<file path="config.mk">
export PLATFORM = sky130hd
export DESIGN_NAME = class_hierarchy_ancestor_engine_core
export DESIGN_NICKNAME = d
export VERILOG_FILES = /design/src/design/chae_pkg.sv /design/src/design/class_hierarchy_ancestor_engine_core.sv /design/src/design/chae_store.sv
export SDC_FILE = /design/constraint.sdc
export NUM_CORES = 1
export LEC_CHECK = 0
export BUFFER_PORTS_ARGS = -buffer_cell sky130_fd_sc_hd__buf_2
export CORE_AREA = 2 2 356 358
export CTS_CLUSTER_SIZE = 30
export DETAILED_ROUTE_END_ITERATION = 16
export DIE_AREA = 0 0 358 360
export PLACE_DENSITY = 0.49
export RECOVER_POWER = 100
export SLEW_MARGIN = 20
export SYNTH_ARGS = -nofsm -noshare
export SYNTH_HDL_FRONTEND = slang
export SYNTH_SLANG_ARGS = --single-unit
</file>
<file path="constraint.sdc">
create_clock -name clock -period 5.1 [get_ports clock]
set_clock_uncertainty 0.15 [all_clocks]
set_input_delay 0.51 -clock clock [delete_from_list [all_inputs] [get_ports clock]]
set_output_delay 0.51 -clock clock [all_outputs]
set_load 0.01 [all_outputs]
</file>
<file path="src/design/chae_pkg.sv">
// Shared types and constants for the class hierarchy ancestor engine.
package chae_pkg;

   localparam int DEFAULT_MAX_CLASSES = 64;
   localparam int OP_W                = 3;
   localparam int ERR_W               = 2;
   localparam int EPOCH_W             = 8;

   typedef enum logic [OP_W-1:0] {
      OP_ADD  = 3'd0,
      OP_SET  = 3'd1,
      OP_ANC  = 3'd2,
      OP_LCA  = 3'd3,
      OP_LOOP = 3'd4
   } op_type;

   typedef enum logic [ERR_W-1:0] {
      ERR_NONE    = 2'd0,
      ERR_FULL    = 2'd1,
      ERR_MISSING = 2'd2
   } err_type;

   typedef enum logic [2:0] {
      ST_SWEEP,
      ST_IDLE,
      ST_ANC,
      ST_LCA1,
      ST_LCA2,
      ST_LP0,
      ST_LP
   } state_type;

   // Write strobes from the sequencer to the table storage.
   typedef struct packed {
      logic par_we;
      logic mark_we;
      logic mark_clr;
   } store_ctl_type;

endpackage

</file>
<file path="src/design/class_hierarchy_ancestor_engine_core.sv">
// Top level: class hierarchy ancestor engine with walk sequencer and result register.
//
// Usage
//   req_* carries one operation per transaction: add class, set parent,
//   ancestor test, least common ancestor, or loop check. rsp_* returns
//   exactly one result transaction per request, in order.
//   Add, set parent, bad operands, loop checks on the root and unknown
//   operations answer in the accept cycle: the result is valid on the next cycle.
//   Walks take one parent-table read per step, one step per cycle; a
//   common ancestor query walks two chains. The single-port table read
//   loop sets the step rate. The block takes one request at a time;
//   req_tready is low while a walk runs.
//   Visit marks are tagged with a query epoch. After reset, and after every
//   255th common ancestor or loop check walk, a clearing pass over all
//   MAX_CLASSES entries rewrites the mark memory; req_tready stays low during it.
//   Reset (synchronous, active high) empties the table (class count zero).
//   A result waits in the output register while rsp_tready is low; a walk
//   that finishes meanwhile holds until the register frees up.
module class_hierarchy_ancestor_engine_core #(
   parameter int MAX_CLASSES = chae_pkg::DEFAULT_MAX_CLASSES,
   localparam int NW          = $clog2(MAX_CLASSES + 1),
   localparam int REQ_W       = chae_pkg::OP_W + 2 * NW,
   localparam int REQ_TDATA_W = ((REQ_W + 7) / 8) * 8,
   localparam int RSP_W       = NW + 1 + chae_pkg::ERR_W,
   localparam int RSP_TDATA_W = ((RSP_W + 7) / 8) * 8
) (
   input  logic                   clock,
   input  logic                   reset,
   input  logic                   req_tvalid,
   output logic                   req_tready,
   // tdata, low bit up: operation, class_a, class_b, zero fill
   input  logic [REQ_TDATA_W-1:0] req_tdata,
   output logic                   rsp_tvalid,
   input  logic                   rsp_tready,
   // tdata, low bit up: class_index, answer_flag, error_code, zero fill
   output logic [RSP_TDATA_W-1:0] rsp_tdata
);

   localparam int AW = $clog2(MAX_CLASSES);
   localparam int EW = chae_pkg::EPOCH_W;
   localparam logic [NW-1:0] ROOT      = NW'(MAX_CLASSES);
   localparam logic [AW-1:0] LAST_ADDR = AW'(MAX_CLASSES - 1);

   chae_pkg::state_type     state_ff, state_in;
   chae_pkg::store_ctl_type ctl;

   logic [NW-1:0]  t_ff, t_in;
   logic [NW-1:0]  steps_ff, steps_in;
   logic [NW-1:0]  b_ff, b_in;
   logic [NW-1:0]  count_ff, count_in;
   logic [AW-1:0]  sweep_ff, sweep_in;
   logic [EW-1:0]  epoch_ff, epoch_in;

   logic                   rsp_valid_ff, rsp_valid_in;
   logic [NW-1:0]          rsp_idx_ff, rsp_idx_in;
   logic                   rsp_flag_ff, rsp_flag_in;
   logic [chae_pkg::ERR_W-1:0] rsp_err_ff, rsp_err_in;

   logic [chae_pkg::OP_W-1:0] req_op;
   logic [NW-1:0]  req_a, req_b;
   logic           accept, slot_free, load;
   logic           a_class, a_node, b_node;
   logic [NW-1:0]  res_idx;
   logic           res_flag;
   logic [chae_pkg::ERR_W-1:0] res_err;

   logic [AW-1:0]  rd_addr, par_addr, mark_addr;
   logic [NW-1:0]  par_data;
   logic [NW-1:0]  rd_parent;
   logic           rd_visited;

   assign req_op = req_tdata[chae_pkg::OP_W-1:0];
   assign req_a  = req_tdata[chae_pkg::OP_W +: NW];
   assign req_b  = req_tdata[chae_pkg::OP_W + NW +: NW];

   assign slot_free = !rsp_valid_ff || rsp_tready;
   assign accept    = req_tvalid && req_tready;

   assign a_class = req_a < count_ff;
   assign a_node  = a_class || (req_a == ROOT);
   assign b_node  = (req_b < count_ff) || (req_b == ROOT);

   // Read always targets the next walk node, so read data matches t_ff.
   assign rd_addr = (t_in == ROOT) ? '0 : t_in[AW-1:0];

   chae_store #(
      .MAX_CLASSES (MAX_CLASSES)
   ) u_store (
      .clock      (clock),
      .ctl        (ctl),
      .rd_addr    (rd_addr),
      .par_addr   (par_addr),
      .par_data   (par_data),
      .mark_addr  (mark_addr),
      .epoch      (epoch_ff),
      .rd_parent  (rd_parent),
      .rd_visited (rd_visited)
   );

   always_ff @(posedge clock) begin
      if (reset) begin
         state_ff     <= chae_pkg::ST_SWEEP;
         count_ff     <= '0;
         sweep_ff     <= '0;
         epoch_ff     <= '0;
         rsp_valid_ff <= 1'b0;
      end else begin
         state_ff     <= state_in;
         count_ff     <= count_in;
         sweep_ff     <= sweep_in;
         epoch_ff     <= epoch_in;
         rsp_valid_ff <= rsp_valid_in;
      end
   end

   always_ff @(posedge clock) begin
      t_ff        <= t_in;
      steps_ff    <= steps_in;
      b_ff        <= b_in;
      rsp_idx_ff  <= rsp_idx_in;
      rsp_flag_ff <= rsp_flag_in;
      rsp_err_ff  <= rsp_err_in;
   end

   // Sequencer: next state, store strobes and result capture.
   always_comb begin
      logic finish;
      finish     = 1'b0;
      state_in   = state_ff;
      t_in       = t_ff;
      steps_in   = steps_ff;
      b_in       = b_ff;
      count_in   = count_ff;
      sweep_in   = sweep_ff;
      epoch_in   = epoch_ff;
      ctl        = '0;
      par_addr   = count_ff[AW-1:0];
      par_data   = req_b;
      mark_addr  = t_ff[AW-1:0];
      req_tready = 1'b0;
      load       = 1'b0;
      res_idx    = '0;
      res_flag   = 1'b0;
      res_err    = chae_pkg::ERR_NONE;

      case (state_ff)
         chae_pkg::ST_SWEEP: begin
            ctl.mark_we  = 1'b1;
            ctl.mark_clr = 1'b1;
            mark_addr    = sweep_ff;
            if (sweep_ff == LAST_ADDR) begin
               sweep_in = '0;
               epoch_in = '0;
               state_in = chae_pkg::ST_IDLE;
            end else begin
               sweep_in = sweep_ff + 1'b1;
            end
         end

         chae_pkg::ST_IDLE: begin
            req_tready = slot_free;
            if (accept) begin
               case (req_op)
                  chae_pkg::OP_ADD: begin
                     load = 1'b1;
                     if (count_ff == ROOT) begin
                        res_err = chae_pkg::ERR_FULL;
                     end else if (!b_node) begin
                        res_err = chae_pkg::ERR_MISSING;
                     end else begin
                        ctl.par_we = 1'b1;
                        res_idx    = count_ff;
                        count_in   = count_ff + 1'b1;
                     end
                  end
                  chae_pkg::OP_SET: begin
                     load     = 1'b1;
                     par_addr = req_a[AW-1:0];
                     if (!a_class || !b_node) begin
                        res_err = chae_pkg::ERR_MISSING;
                     end else begin
                        ctl.par_we = 1'b1;
                     end
                  end
                  chae_pkg::OP_ANC: begin
                     if (!a_node || !b_node) begin
                        load    = 1'b1;
                        res_err = chae_pkg::ERR_MISSING;
                     end else begin
                        t_in     = req_a;
                        b_in     = req_b;
                        steps_in = '0;
                        state_in = chae_pkg::ST_ANC;
                     end
                  end
                  chae_pkg::OP_LCA: begin
                     if (!a_node || !b_node) begin
                        load    = 1'b1;
                        res_err = chae_pkg::ERR_MISSING;
                     end else begin
                        t_in     = req_a;
                        b_in     = req_b;
                        steps_in = '0;
                        epoch_in = epoch_ff + 1'b1;
                        state_in = chae_pkg::ST_LCA1;
                     end
                  end
                  chae_pkg::OP_LOOP: begin
                     if (!a_node) begin
                        load    = 1'b1;
                        res_err = chae_pkg::ERR_MISSING;
                     end else if (req_a == ROOT) begin
                        load = 1'b1;
                     end else begin
                        t_in     = req_a;
                        epoch_in = epoch_ff + 1'b1;
                        state_in = chae_pkg::ST_LP0;
                     end
                  end
                  default: begin
                     load = 1'b1;
                  end
               endcase
            end
         end

         chae_pkg::ST_ANC: begin
            if (t_ff == ROOT) begin
               finish   = 1'b1;
               res_flag = (b_ff == ROOT);
            end else if (t_ff == b_ff) begin
               finish   = 1'b1;
               res_flag = 1'b1;
            end else if (steps_ff == ROOT) begin
               finish = 1'b1;
            end else begin
               t_in     = rd_parent;
               steps_in = steps_ff + 1'b1;
            end
         end

         // First chain: mark every node from class_a up.
         chae_pkg::ST_LCA1: begin
            if (t_ff == ROOT) begin
               t_in     = b_ff;
               steps_in = '0;
               state_in = chae_pkg::ST_LCA2;
            end else begin
               ctl.mark_we = 1'b1;
               if (steps_ff == ROOT) begin
                  t_in     = b_ff;
                  steps_in = '0;
                  state_in = chae_pkg::ST_LCA2;
               end else begin
                  t_in     = rd_parent;
                  steps_in = steps_ff + 1'b1;
               end
            end
         end

         // Second chain: first marked node is the answer, or the root if none is marked.
         chae_pkg::ST_LCA2: begin
            if (t_ff == ROOT) begin
               finish  = 1'b1;
               res_idx = ROOT;
            end else if (rd_visited) begin
               finish  = 1'b1;
               res_idx = t_ff;
            end else if (steps_ff == ROOT) begin
               finish  = 1'b1;
               res_idx = ROOT;
            end else begin
               t_in     = rd_parent;
               steps_in = steps_ff + 1'b1;
            end
         end

         chae_pkg::ST_LP0: begin
            ctl.mark_we = 1'b1;
            t_in        = rd_parent;
            steps_in    = '0;
            state_in    = chae_pkg::ST_LP;
         end

         chae_pkg::ST_LP: begin
            if (t_ff == ROOT) begin
               finish = 1'b1;
            end else if (rd_visited) begin
               finish   = 1'b1;
               res_idx  = t_ff;
               res_flag = 1'b1;
            end else if (steps_ff == ROOT) begin
               // cap ran out: report the node one step past the last one
               finish   = 1'b1;
               res_idx  = rd_parent;
               res_flag = 1'b1;
            end else begin
               ctl.mark_we = 1'b1;
               t_in        = rd_parent;
               steps_in    = steps_ff + 1'b1;
            end
         end

         default: begin
            state_in = chae_pkg::ST_IDLE;
         end
      endcase

      // Walk done: deliver once the result register is free, else hold.
      if (finish && slot_free) begin
         load     = 1'b1;
         state_in = (epoch_ff == '1) ? chae_pkg::ST_SWEEP : chae_pkg::ST_IDLE;
      end
   end

   always_comb begin
      rsp_valid_in = rsp_valid_ff && !rsp_tready;
      rsp_idx_in   = rsp_idx_ff;
      rsp_flag_in  = rsp_flag_ff;
      rsp_err_in   = rsp_err_ff;
      if (load) begin
         rsp_valid_in = 1'b1;
         rsp_idx_in   = res_idx;
         rsp_flag_in  = res_flag;
         rsp_err_in   = res_err;
      end
   end

   assign rsp_tvalid = rsp_valid_ff;
   assign rsp_tdata  = RSP_TDATA_W'({rsp_err_ff, rsp_flag_ff, rsp_idx_ff});

endmodule

</file>
<file path="src/design/chae_store.sv">
// Parent table and visit-mark memories with registered reads.
module chae_store #(
   parameter int MAX_CLASSES = chae_pkg::DEFAULT_MAX_CLASSES,
   localparam int NW = $clog2(MAX_CLASSES + 1),
   localparam int AW = $clog2(MAX_CLASSES),
   localparam int EW = chae_pkg::EPOCH_W
) (
   input  logic                   clock,
   input  chae_pkg::store_ctl_type ctl,
   input  logic [AW-1:0]          rd_addr,
   input  logic [AW-1:0]          par_addr,
   input  logic [NW-1:0]          par_data,
   input  logic [AW-1:0]          mark_addr,
   input  logic [EW-1:0]          epoch,
   output logic [NW-1:0]          rd_parent,
   output logic                   rd_visited
);

   logic [NW-1:0] parent_mem [MAX_CLASSES];
   logic [EW-1:0] mark_mem   [MAX_CLASSES];
   logic [NW-1:0] par_q_ff;
   logic [EW-1:0] mark_q_ff;
   logic          fwd_ff;
   logic          fwd_in;

   // Mark written this cycle at the address being read: memory returns old data.
   assign fwd_in = ctl.mark_we && !ctl.mark_clr && (mark_addr == rd_addr);

   always_ff @(posedge clock) begin
      if (ctl.par_we) begin
         parent_mem[par_addr] <= par_data;
      end
      par_q_ff <= parent_mem[rd_addr];
   end

   always_ff @(posedge clock) begin
      if (ctl.mark_we) begin
         mark_mem[mark_addr] <= ctl.mark_clr ? '0 : epoch;
      end
      mark_q_ff <= mark_mem[rd_addr];
      fwd_ff    <= fwd_in;
   end

   assign rd_parent  = par_q_ff;
   assign rd_visited = fwd_ff || (mark_q_ff == epoch);

endmodule
</file>
==> reports/metrics.yaml <==
area_growth_pct: 14.9
drc_errors: 0
ys_types: 68
worstMarginPinSlew_ns: 2.85
setup_tns_ns: 0
cts_tree: "done"
setup-violations-final: 0
reg2reg_depth: 16
clock_latency_ns: 0.70
antenna_found_initial: 6
syn-instance-count: 3361
grt_setup_unrepaired: "no"
hold_depth: 2
layout_commonest_cell: "edfxtp_1"
outcome: "finished with violations"
holdWs_ns: 0.110
synthTopCellsByArea: "edfxtp_1 (68%), mux2i_1 (6.6%), nand2_1 (6.0%), nand3_1 (4.1%), dfxtp_1 (2.2%)"
syn_area_um2: 43500
swShare_pct: 31.2
grt_pass1_wl_mm: 179
fp.coreArea_um2: 125000
clk_path_buf_depth: 3
max-cap-violations: 13
vias: 27500
clock_sinks: 1032
synth_edf_count: 984
cpMaxStageDelayCell: "dfxtp_1"
cts.htree.levels: 3
slew_violations: 546
intPower_mw: 15.8
ys_seq_elements: 1032
startpoint_type: "flip-flop"
layout-drive-gt1-share_pct: 9.45
seqPwrFrac_pct: 41.2
wl_per_cell_um: 23.3
worst_slack_ns: 0.237
relSlewSlack_pct: -90.2
syn_avg_cell_area_um2: 12.9
cp_num_buf_inv: 5
worst_ep_arrival_time_ns: 5.34
die_area_um2: 129000
synth-main-ff-cell: "edfxtp_1"
fp-row-count: 130
routed_wirelength_mm: 123
finalHoldViolCount: 0
drt.antenna.violating_nets: 0
grt_pass1_vias: 26300
critPathMaxStageDelay_ns: 0.47
hold_class: "in2reg"
yosys_warnings: 0
finalCritPeriodShare_pct: 95.4
violations: "capacitance limit, slew limit"
critPathKind: "reg2reg"
cts-root-buf: "clkbuf_16"
p_leak_nw: 17.2
combPwrFrac_pct: 25.4
hold_start: "reset"
power.share.clock_pct: 33.4
num_io_pins: 46
die_w_um: 358
postCtsHoldBufs: 0
power_mw: 23.0
nNetsFinal: 3576
synth_top_area_cell: "edfxtp_1"
hold_path_end: "count_ff[6]"
layout_common_cells: "edfxtp_1 (984), nand2_1 (694), nand3_1 (356), mux2i_1 (287), nor2_1 (219)"
synthArstFlopShare_pct: 0
dp_hpwl_mm: 79.1
placement.io_buffers: 32
cts.clk_slew.worst_paths_ns: 0.06
pwr_density_cell_nw_per_um2: 461
dp_slack_ns: -0.309
die_h_um: 360
ys_seq_area_share_pct: 70.1
netlist.area_leader.share_pct: 67.9
dr.first_iter.drc_count: 2471
finalCriticalPeriod_ns: 4.86
firstDrtPassIters: 5
reg2reg_slack_ns: 0.24
p_switching_mw: 7.19
cts_inserted_buffers: 106
r2r-end: "u_store.mark_q_ff[7]"
worstPathMaxFanout: 71
crit_family: "compound AO/OA/AOI/OAI gates"
worstPathCellList: "inv_1 -> ha_1 -> a211o_1 -> a211o_1 -> o21a_1 -> o311ai_0 -> and4_4 -> buf_12 -> buf_12 -> buf_2 -> nand2_1 -> nand3_1 -> nand3_1 -> a311oi_1 -> buf_4 -> o2111a_1"
initial_core_util_pct: 34.8
gp_congestion: 0.880
peakVddDrop_mv: 0.291
routed_via_density: 5.21
rr_startpoint: "count_ff[1]"
grt.overflow.total: 0
grt_max_degree: 99
critPathRequiredTime_ns: 5.58
fmax_mhz: 206
grt_use_total_pct: 18.8
end_kind: "flip-flop"
==> synthesized netlist by cell type, drive strengths merged, types with 21 or more instances <==
library cell	number
a21oi	122
nor3	61
dfxtp	48
buf	122
nor2	219
edfxtp	984
clkbuf	78
o21ai	38
xnor2	26
mux2i	288
inv	21
nand2	694
nand3	357
==> logic make-up (layout without fill, tap and decap cells) <==
family	after synthesis	in the layout	synth area share [%]
mux	290	290	6.68
flops	1032	1032	70.1
xor+xnor	41	41	0.826
buf+inv	224	478	2.38
fa+ha+maj	18	18	0.518
other cells	1	7	0.00862
simple gates	1420	1420	14.1
compound gates	335	335	5.32
==> power groups by stage <==
stage	registers, mW	clock network, mW	logic (mW)
floorplan	9.55	0	3.59
CTS	9.46	7.85	5.90
finish	9.47	7.69	5.86
global route	9.48	8.17	6.32
detailed placement	9.65	0	5.88
global placement	9.65	0	5.87
==> flip-flops by register name (all words and copies together), names as in the netlist, 7 cells and up <==
signal	count
u_store.parent_mem	448
steps_ff	7
count_ff	7
t_ff	7
u_store.mark_mem	512
u_store.mark_q_ff	8
epoch_ff	8
u_store.rd_parent	7
rsp_idx_ff	7
b_ff	7
==> per-stage QoR <==
stage / util [%] / std cells / cell area (µm²)
after floorplan: - / 3366 / 43500
after global placement: 37.4 / 5072 / 46800
after detailed placement: 37.4 / 5072 / 46800
after CTS: 40.2 / 5270 / 50200
after global routing: 40.0 / 5270 / 50000
final: 40.0 / 5271 / 50000
==> layout make-up <==
cell class	instances	area, µm²
multi-input cells	2110	12000
repair buffers	256	1830
well taps	1650	2060
inverters	24	105
flip-flops and latches	1032	30500
fillers	11800	75000
clock buffers	139	2860
clock inverters	59	571
diodes	1	2.50
==> per-layer routing <==
metal | up-vias | track usage [%] | part of all wire, %
met5 | - | 0 | 0
met4 | 0 | 4.28 | 1.7
met3 | 143 | 2.97 | 6.0
met2 | 809 | 28.8 | 45
met1 | 13700 | 27.9 | 47
li1 | 12800 | - | -
==> repair_timing <==
item,4_1_cts,5_1_grt
buffers inserted,0,0
resized for setup,1,4
setup endpoints to repair,1,5
==> how the worst max path moves through the flow <==
stage             startpoint                    to  slack, ns  depth (start not counted)
2_1_floorplan   req_tdata[6]  u_store.rd_parent[2]       1.42                         15
3_3_place_gp   req_tdata[14]  u_store.rd_parent[1]      -0.34                         17
3_5_place_dp   req_tdata[14]  u_store.rd_parent[1]      -0.31                         17
4_1_cts          count_ff[1]  u_store.rd_parent[1]       0.09                         16
5_1_grt          count_ff[1]  u_store.rd_parent[2]       0.02                         16
6_report         count_ff[1]  u_store.mark_q_ff[7]       0.24                         16
Power figures use the tool's default switching activity.
